==> src/rtl/mm64_pkg.sv <==
package mm64_pkg;

	localparam logic [63:0] MURMUR_M = 64'hc6a4a7935bd1e995;
	localparam logic [31:0] MUL_LO   = MURMUR_M[31:0];
	localparam logic [31:0] MUL_HI   = MURMUR_M[63:32];
	localparam int unsigned SHIFT_R  = 47;
	localparam logic [2:0]  TAIL_MASK = 3'h7;

	// Work that the back end does for one word.
	typedef enum logic [1:0] {
		OP_FULL,
		OP_TAIL,
		OP_FIN
	} op_t;

	typedef struct packed {
		logic [63:0] word;
		logic [31:0] len;
		op_t         op;
		logic        first;
		logic        last;
	} entry_t;

	typedef enum logic [2:0] {
		C_IDLE,
		C_SEED,
		C_KM1,
		C_KM2,
		C_HM,
		C_FM,
		C_OUT
	} core_state_t;

endpackage

==> src/rtl/mm64_in_if.sv <==
interface mm64_in_if;
	logic        valid;
	logic        ready;
	logic [63:0] data_word;
	logic [3:0]  valid_bytes;
	logic [31:0] message_length;
	logic        last;

	modport source (output valid, data_word, valid_bytes, message_length, last, input ready);
	modport sink (input valid, data_word, valid_bytes, message_length, last, output ready);
endinterface

==> src/rtl/mm64_out_if.sv <==
interface mm64_out_if;
	logic        valid;
	logic        ready;
	logic [63:0] hash_value;

	modport source (output valid, hash_value, input ready);
	modport sink (input valid, hash_value, output ready);
endinterface

==> src/rtl/mm64_front.sv <==
module mm64_front
	import mm64_pkg::*;
(
	input  logic          clk,
	input  logic          arst_n,
	mm64_in_if.sink       msg,
	output logic          push_valid,
	input  logic          push_ready,
	output entry_t        push_data
);

	logic       open_q;
	logic       tail;
	logic [3:0] vb;

	assign vb   = msg.valid_bytes;
	assign tail = msg.last && !vb[3] && ((vb[2:0] & TAIL_MASK) != 3'd0);

	always_comb begin
		push_data.len   = msg.message_length;
		push_data.first = !open_q;
		push_data.last  = msg.last;
		if (!msg.last || vb[3]) begin
			push_data.op = OP_FULL;
		end else if (tail) begin
			push_data.op = OP_TAIL;
		end else begin
			push_data.op = OP_FIN;
		end
		// On the tail path only the low valid bytes are kept.
		for (int i = 0; i < 8; i++) begin
			if (!tail || (3'(i) < vb[2:0])) begin
				push_data.word[8*i +: 8] = msg.data_word[8*i +: 8];
			end else begin
				push_data.word[8*i +: 8] = 8'h00;
			end
		end
	end

	assign push_valid = msg.valid;
	assign msg.ready  = push_ready;

	always_ff @(posedge clk or negedge arst_n) begin
		if (!arst_n) begin
			open_q <= 1'b0;
		end else if (msg.valid && push_ready) begin
			open_q <= !msg.last;
		end
	end

endmodule

==> src/rtl/mm64_fifo.sv <==
module mm64_fifo
	import mm64_pkg::*;
#(
	parameter int unsigned DEPTH = 2
) (
	input  logic   clk,
	input  logic   arst_n,
	input  logic   push_valid,
	output logic   push_ready,
	input  entry_t push_data,
	output logic   pop_valid,
	input  logic   pop_ready,
	output entry_t pop_data
);

	localparam int unsigned PW = (DEPTH > 1) ? $clog2(DEPTH) : 1;
	localparam int unsigned CW = $clog2(DEPTH + 1);

	entry_t        mem_q [DEPTH];
	logic [PW-1:0] wr_ptr_q;
	logic [PW-1:0] rd_ptr_q;
	logic [CW-1:0] cnt_q;
	logic          do_push;
	logic          do_pop;

	assign push_ready = (cnt_q != CW'(DEPTH));
	assign pop_valid  = (cnt_q != '0);
	assign pop_data   = mem_q[rd_ptr_q];
	assign do_push    = push_valid && push_ready;
	assign do_pop     = pop_valid && pop_ready;

	function automatic logic [PW-1:0] next_ptr(input logic [PW-1:0] p);
		return (p == PW'(DEPTH - 1)) ? '0 : p + PW'(1);
	endfunction

	always_ff @(posedge clk) begin
		if (do_push) begin
			mem_q[wr_ptr_q] <= push_data;
		end
	end

	always_ff @(posedge clk or negedge arst_n) begin
		if (!arst_n) begin
			wr_ptr_q <= '0;
			rd_ptr_q <= '0;
			cnt_q    <= '0;
		end else begin
			if (do_push) begin
				wr_ptr_q <= next_ptr(wr_ptr_q);
			end
			if (do_pop) begin
				rd_ptr_q <= next_ptr(rd_ptr_q);
			end
			if (do_push && !do_pop) begin
				cnt_q <= cnt_q + CW'(1);
			end else if (do_pop && !do_push) begin
				cnt_q <= cnt_q - CW'(1);
			end
		end
	end

endmodule

==> src/rtl/mm64_mul.sv <==
module mm64_mul
	import mm64_pkg::*;
(
	input  logic        clk,
	input  logic        arst_n,
	input  logic        go,
	input  logic [63:0] a,
	output logic        done,
	output logic [63:0] p
);

	// Low 64 bits of a * M from three 32x32 partial products, one per cycle while go is high.
	logic [1:0]  step_q;
	logic [63:0] acc_q;
	logic [31:0] op_a;
	logic [31:0] op_b;
	logic [63:0] prod;

	always_comb begin
		unique case (step_q)
			2'd0: begin
				op_a = a[31:0];
				op_b = MUL_LO;
			end
			2'd1: begin
				op_a = a[63:32];
				op_b = MUL_LO;
			end
			2'd2: begin
				op_a = a[31:0];
				op_b = MUL_HI;
			end
			2'd3: begin
				op_a = a[31:0];
				op_b = MUL_HI;
			end
		endcase
	end

	assign prod = {32'd0, op_a} * {32'd0, op_b};
	assign done = go && (step_q == 2'd3);
	assign p    = acc_q;

	always_ff @(posedge clk) begin
		if (go) begin
			if (step_q == 2'd0) begin
				acc_q <= prod;
			end else if (step_q != 2'd3) begin
				acc_q[63:32] <= acc_q[63:32] + prod[31:0];
			end
		end
	end

	always_ff @(posedge clk or negedge arst_n) begin
		if (!arst_n) begin
			step_q <= 2'd0;
		end else if (go) begin
			step_q <= step_q + 2'd1;
		end
	end

endmodule

==> src/rtl/mm64_core.sv <==
module mm64_core
	import mm64_pkg::*;
(
	input  logic     clk,
	input  logic     arst_n,
	input  logic     pop_valid,
	output logic     pop_ready,
	input  entry_t   pop_data,
	mm64_out_if.source hash
);

	core_state_t state_q;
	core_state_t state_d;
	logic [63:0] h_q;
	logic [63:0] k_q;
	logic [31:0] len_q;
	op_t         op_q;
	logic        last_q;
	logic        out_valid_q;
	logic [63:0] out_hash_q;
	logic        mul_go;
	logic [63:0] mul_a;
	logic        mul_done;
	logic [63:0] mul_p;
	logic        do_pop;
	logic        out_free;
	logic        out_load;

	mm64_mul u_mul (
		.clk    (clk),
		.arst_n (arst_n),
		.go     (mul_go),
		.a      (mul_a),
		.done   (mul_done),
		.p      (mul_p)
	);

	function automatic core_state_t dispatch(input op_t op);
		core_state_t s;
		unique case (op)
			OP_FULL: s = C_KM1;
			OP_TAIL: s = C_HM;
			OP_FIN:  s = C_FM;
			default: s = C_FM;
		endcase
		return s;
	endfunction

	assign pop_ready = (state_q == C_IDLE);
	assign do_pop    = pop_valid && pop_ready;
	assign out_free  = !out_valid_q || hash.ready;
	assign out_load  = (state_q == C_OUT) && out_free;

	always_comb begin
		state_d = state_q;
		unique case (state_q)
			C_IDLE: begin
				if (pop_valid) begin
					state_d = pop_data.first ? C_SEED : dispatch(pop_data.op);
				end
			end
			C_SEED: if (mul_done) state_d = dispatch(op_q);
			C_KM1:  if (mul_done) state_d = C_KM2;
			C_KM2:  if (mul_done) state_d = C_HM;
			C_HM:   if (mul_done) state_d = last_q ? C_FM : C_IDLE;
			C_FM:   if (mul_done) state_d = C_OUT;
			C_OUT:  if (out_free) state_d = C_IDLE;
			default: state_d = C_IDLE;
		endcase
	end

	always_comb begin
		mul_go = 1'b0;
		mul_a  = h_q ^ k_q;
		unique case (state_q)
			C_SEED: begin
				mul_go = 1'b1;
				mul_a  = {32'd0, len_q};
			end
			C_KM1, C_KM2: begin
				mul_go = 1'b1;
				mul_a  = k_q;
			end
			C_HM: begin
				mul_go = 1'b1;
				mul_a  = h_q ^ k_q;
			end
			C_FM: begin
				mul_go = 1'b1;
				mul_a  = h_q ^ (h_q >> SHIFT_R);
			end
			C_IDLE, C_OUT: begin
				mul_go = 1'b0;
			end
			default: mul_go = 1'b0;
		endcase
	end

	// Datapath. On the tail path k_q holds the masked word, so the hash
	// multiply always works on h ^ k.
	always_ff @(posedge clk) begin
		if (do_pop) begin
			k_q    <= pop_data.word;
			len_q  <= pop_data.len;
			op_q   <= pop_data.op;
			last_q <= pop_data.last;
		end
		if (mul_done) begin
			unique case (state_q)
				C_SEED:  h_q <= mul_p;
				C_KM1:   k_q <= mul_p ^ (mul_p >> SHIFT_R);
				C_KM2:   k_q <= mul_p;
				C_HM:    h_q <= mul_p;
				C_FM:    h_q <= mul_p ^ (mul_p >> SHIFT_R);
				default: h_q <= h_q;
			endcase
		end
		if (out_load) begin
			out_hash_q <= h_q;
		end
	end

	always_ff @(posedge clk or negedge arst_n) begin
		if (!arst_n) begin
			state_q     <= C_IDLE;
			out_valid_q <= 1'b0;
		end else begin
			state_q <= state_d;
			if (out_load) begin
				out_valid_q <= 1'b1;
			end else if (hash.ready) begin
				out_valid_q <= 1'b0;
			end
		end
	end

	assign hash.valid      = out_valid_q;
	assign hash.hash_value = out_hash_q;

endmodule

==> src/rtl/murmur2_64a_hash.sv <==
// MurmurHash64A with seed 0 over a message streamed as 64-bit words.
// The msg channel takes one little-endian word per transaction; the first
// word of a message also carries the total byte length, and last marks the
// final word, whose valid_bytes selects a full word, a tail of 1 to 7 bytes
// or a finalize-only step. The hash channel gives one 64-bit result per
// message, after its last word.
// A small queue sits between word intake and the hashing engine, so words
// are taken while the engine works and while a result waits on hash.
// Every 64-bit multiply by the constant runs on one 32x32 multiplier. An
// engine pass takes a word, seeds h with the length on a first word, then
// does the two key multiplies and the hash multiply for a full word, the
// hash multiply alone for a tail, and on a last word the finalization
// multiply and a load of the output register. The engine takes the next
// word from the queue only once its pass is over.
// Reset empties the queue, drops any open message and any pending result;
// the next word then starts a new message. A stalled hash receiver holds
// the result; once the engine has a second result ready, it waits, the
// queue fills and msg.ready goes low.
module murmur2_64a_hash
	import mm64_pkg::*;
#(
	parameter int unsigned QUEUE_DEPTH = 2
) (
	input  logic       clk,
	input  logic       arst_n,
	mm64_in_if.sink    msg,
	mm64_out_if.source hash
);

	logic   push_valid;
	logic   push_ready;
	entry_t push_data;
	logic   pop_valid;
	logic   pop_ready;
	entry_t pop_data;

	mm64_front u_front (
		.clk        (clk),
		.arst_n     (arst_n),
		.msg        (msg),
		.push_valid (push_valid),
		.push_ready (push_ready),
		.push_data  (push_data)
	);

	mm64_fifo #(
		.DEPTH (QUEUE_DEPTH)
	) u_fifo (
		.clk        (clk),
		.arst_n     (arst_n),
		.push_valid (push_valid),
		.push_ready (push_ready),
		.push_data  (push_data),
		.pop_valid  (pop_valid),
		.pop_ready  (pop_ready),
		.pop_data   (pop_data)
	);

	mm64_core u_core (
		.clk       (clk),
		.arst_n    (arst_n),
		.pop_valid (pop_valid),
		.pop_ready (pop_ready),
		.pop_data  (pop_data),
		.hash      (hash)
	);

	a_fin_is_last: assert property (@(posedge clk) disable iff (!arst_n)
		(push_valid && (push_data.op == OP_FIN)) |-> push_data.last)
		else $error("finalize-only entry without last");

	a_mid_is_full: assert property (@(posedge clk) disable iff (!arst_n)
		(push_valid && !push_data.last) |-> (push_data.op == OP_FULL))
		else $error("non-last entry not classified as a full word");

	a_open_after_mid: assert property (@(posedge clk) disable iff (!arst_n)
		(msg.valid && msg.ready && !msg.last) |=> !push_data.first)
		else $error("word after a non-last word marked as message start");

	a_queue_holds: assert property (@(posedge clk) disable iff (!arst_n)
		(pop_valid && !pop_ready) |=> (pop_valid && $stable(pop_data)))
		else $error("queue head changed while the engine was busy");

endmodule
==> src/flat_wrapper.sv <==
// flat-port wrapper written by rule: the top's interface ports become plain ports
module murmur2_64a_hash_flat import mm64_pkg::*;
#(
	parameter int unsigned QUEUE_DEPTH = 2
)
  (clk, arst_n, msg_valid, msg_data_word, msg_valid_bytes, msg_message_length, msg_last, msg_ready, hash_valid, hash_hash_value, hash_ready);
  mm64_in_if msg_i ();
  mm64_out_if hash_i ();
  input  logic clk;
  input  logic arst_n;
  input wire logic [$bits(msg_i.valid)-1:0] msg_valid;
  input wire logic [$bits(msg_i.data_word)-1:0] msg_data_word;
  input wire logic [$bits(msg_i.valid_bytes)-1:0] msg_valid_bytes;
  input wire logic [$bits(msg_i.message_length)-1:0] msg_message_length;
  input wire logic [$bits(msg_i.last)-1:0] msg_last;
  output wire logic [$bits(msg_i.ready)-1:0] msg_ready;
  output wire logic [$bits(hash_i.valid)-1:0] hash_valid;
  output wire logic [$bits(hash_i.hash_value)-1:0] hash_hash_value;
  input wire logic [$bits(hash_i.ready)-1:0] hash_ready;
  assign msg_i.valid = msg_valid;
  assign msg_i.data_word = msg_data_word;
  assign msg_i.valid_bytes = msg_valid_bytes;
  assign msg_i.message_length = msg_message_length;
  assign msg_i.last = msg_last;
  assign msg_ready = msg_i.ready;
  assign hash_valid = hash_i.valid;
  assign hash_hash_value = hash_i.hash_value;
  assign hash_i.ready = hash_ready;
  murmur2_64a_hash #(.QUEUE_DEPTH(QUEUE_DEPTH)) u_core (.clk(clk), .arst_n(arst_n), .msg(msg_i), .hash(hash_i));
endmodule
==> config.mk <==
export PLATFORM = sky130hd
export DESIGN_NAME = murmur2_64a_hash_flat
export DESIGN_NICKNAME = d
export VERILOG_FILES = /design/src/rtl/mm64_pkg.sv /design/src/rtl/mm64_in_if.sv /design/src/rtl/mm64_out_if.sv /design/src/rtl/mm64_front.sv /design/src/rtl/mm64_fifo.sv /design/src/rtl/mm64_mul.sv /design/src/rtl/mm64_core.sv /design/src/rtl/murmur2_64a_hash.sv /design/src/flat_wrapper.sv
export SDC_FILE = /design/constraint.sdc
export NUM_CORES = 2
export LEC_CHECK = 0
export ABC_AREA = 1
export ABC_CLOCK_PERIOD_IN_PS = 18590
export BUFFER_PORTS_ARGS = -buffer_cell sky130_fd_sc_hd__buf_2
export CAP_MARGIN = 20
export CORE_UTILIZATION = 50
export DETAILED_ROUTE_END_ITERATION = 8
export PLACE_DENSITY = 0.67
export SYNTH_ARGS = -nofsm -noshare
export SYNTH_HDL_FRONTEND = slang
export SYNTH_SLANG_ARGS = --single-unit
==> constraint.sdc <==
create_clock -name clk -period 18.59 [get_ports clk]
set_clock_uncertainty 0.2 [all_clocks]
set_input_delay 5.577 -clock clk [delete_from_list [all_inputs] [get_ports clk]]
set_output_delay 5.577 -clock clk [all_outputs]
set_load 0.02 [all_outputs]
==> flow_summary.toml <==
[outcome]
status = "complete, no violations"

[timing]
fin_tns_setup_ns = 0
fmaxAchievable_mhz = 82.0
setup_violations = 0
hold_viol = 0
finalCriticalPeriod_ns = 12.19
maxSlewViolCount = 0
rsz0062_at_grt = "no"
worstMarginPinSlew_ns = 1.17
timing.final.crit_share = 0.656
fin_ws_ns = 6.40
relSlewSlack = 0.213

[synthesis]
synth-seq-cells = 502
mappedNetlistArea_um2 = 48700
synth_top_area_frac = 0.263
ys_async_sr_fraction = 0.0219
synthTopCellsByCount = "1157 x inv_1, 953 x nand2_1, 606 x fa_1"
synth_area_per_cell_um2 = 9.21
ys.warnings.count = 0
synth_ff_type = "edfxtp_1"
synth.area.top_cells = "edfxtp_1 26%, fa_1 25%, ha_1 11%"
ys_seq_area_frac = 0.295
yosys.cell_count.top_type = "inv_1"
synth_top_area_cell = "edfxtp_1"
yosysUniqueCellTypes = 56
syn_inst = 5286
synth_edf_count = 427

[place]
dp_hpwl_mm = 132
gp_congestion = 1.05
place_area_um2 = 50800
io_buffers = 170
dp_slack_ns = 6.63

[setup_path]
cp.required_ns = 18.72
startpoint_type = "flop"
slowest_delay_ns = 0.67
crit_top_cell = "fa_1"
ff2ff_setup_slack_ns = 6.40
rr_startpoint = "u_core.u_core.state_q[1]"
ff2ff_path_depth = 39
endpoint_kind = "flop"
crit_end = "u_core.u_core.u_mul.p[62]"
cp-startpoint = "u_core.u_core.state_q[1]"
crit_fanout = 65
critPathKind = "reg -> reg"
worst_path_max_delay_cell = "buf_4"
r2r_end = "u_core.u_core.u_mul.p[62]"
cp.arrival_ns = 12.32

[drt]
viasPerCell = 5.51
finalWirelength_mm = 158
first_pass_iters = 7
vias = 37000
drt_iter0_drc = 3868
drc = 0
wl_per_cell_um = 23.6
detail-route-antenna-nets = 0

[final_layout]
nets = 6555
drive_above_1_share = 0.0788
n_antenna_cell = 0
stdcell_area_um2 = 52300
synthToLayoutAreaGrowth_pct = 7.35
utilization = 0.541

[global_route]
overflow = 0
grt_max_degree = 91
grt_usage = 0.326
antenna_found_initial = 1
grt_pass1_wl_mm = 236
grt_pass1_vias = 36400

[clock_network]
post_cts_buffers = 0
clk_pin_slew_ns = 0.07
cts-buffers-inserted = 45
htreeDepth = 2
ctsResizeCount = 0
clockBufferDepth = 3
cts_tree = "yes"
clock-sinks = 502
cts.hold.buffers_added = 0
cts-root-buf = "clkbuf_16"
insertion_delay_ns = 0.59

[floorplan]
initial_core_util = 0.504
rows = 114
die_w_um = 314
core_um2 = 96600
die_area_um2 = 98600
die_h_um = 314
io_pins = 171

[job]
cap_viol_max_count = 0

[min_path]
hold_path_class = "reg -> reg"
==> state kept, by name, indices dropped and copies added, names as in the netlist <==
signal                         flops
u_core.u_core.h_q                 64
u_core.u_core.hash.hash_value     64
u_core.u_core.hash.valid           1
u_core.u_core.k_q                 64
u_core.u_core.last_q               1
u_core.u_core.len_q               32
u_core.u_core.op_q                 2
u_core.u_core.state_q              3
u_core.u_core.u_mul.p             64
u_core.u_core.u_mul.step_q         2
u_core.u_fifo.cnt_q                2
u_core.u_fifo.mem_q              200
u_core.u_fifo.rd_ptr_q             1
u_core.u_fifo.wr_ptr_q             1
u_core.u_front.open_q              1
==> routing by layer <==
metal / GRT usage / share of wire / vias up
met2: 0.492 / 0.44 / 1580
met4: 0.0690 / 0.024 / 0
li1: - / - / 16900
met3: 0.0603 / 0.092 / 216
met5: 0 / 0 / -
met1: 0.488 / 0.44 / 18300
==> critical path, delay by kind of cell, from the launching register on <==
kind / cells / cell delay (ns)
DFF: 1 / 0.48
adders and majority gates: 10 / 5.10
buffers and inverters: 9 / 1.54
xor gates and xnor gates: 1 / 0.61
AOI/OAI and AO/OA: 6 / 1.03
and+or+nand+nor: 13 / 2.85
==> metrics by stage <==
stage                     hold slack (ns)  cells
final                               0.252   6710
after global routing                0.270   6710
after CTS                           0.249   6710
after detailed placement            0.233   6627
after global placement              0.248   6627
after floorplan                     0.226   5289
==> layout by cell type (no fill, tap or decap), types with 12 or more instances in the layout <==
cell / instances
a21o_1: 13
a21oi_1: 213
a31oi_1: 30
buf_2: 170
buf_4: 31
clkbuf_16: 46
clkinv_1: 12
dfxtp_1: 64
edfxtp_1: 427
fa_1: 606
ha_1: 445
inv_1: 1156
inv_2: 71
nand2_1: 952
nand2_2: 28
nand3_1: 173
nand3b_1: 15
nand4_1: 17
nor2_1: 307
nor2_2: 15
nor3_1: 20
o2111ai_1: 17
o211ai_1: 44
o21ai_0: 265
o21ai_1: 30
o21bai_1: 24
o22a_1: 19
xnor2_1: 13
xor2_1: 65
==> cell type report <==
class                      instances  area [um2]
inverter                        1233        4640
sequential                       502       14400
clock inverter                    26         236
tap                             1276        1600
multi-input combinational       3415       29100
clock buffer                      57        1240
timing repair buffer             201        1080
fill                            8739       44300
==> worst min path at each step <==
stage	from	to	slack [ns]	cells past startpoint
final	u_core.u_core.u_mul.p[31]	u_core.u_core.h_q[31]	0.25	0
after global routing	u_core.u_core.u_mul.p[31]	u_core.u_core.h_q[31]	0.27	0
after CTS	u_core.u_core.u_mul.p[31]	u_core.u_core.h_q[31]	0.25	0
after detailed placement	u_core.u_core.u_mul.p[31]	u_core.u_core.h_q[31]	0.23	0
after global placement	u_core.u_core.u_mul.p[31]	u_core.u_core.h_q[31]	0.25	0
after floorplan	u_core.u_core.h_q[21]	u_core.u_core.hash.hash_value[21]	0.23	0
==> kinds of logic after synthesis <==
logic type / synth area share
adder cells (fa/ha/maj): 0.364
XOR/XNOR: 0.0140
flip-flops: 0.295
multiplexers: 0.000206
other: 0.000154
AND/OR/NAND/NOR: 0.133
AO/OA/AOI/OAI: 0.0843
buffers and inverters: 0.109
Power is left out: the tool's default activity adds up to more than one toggle a clock period on the data nets, which glitch-free logic cannot reach.
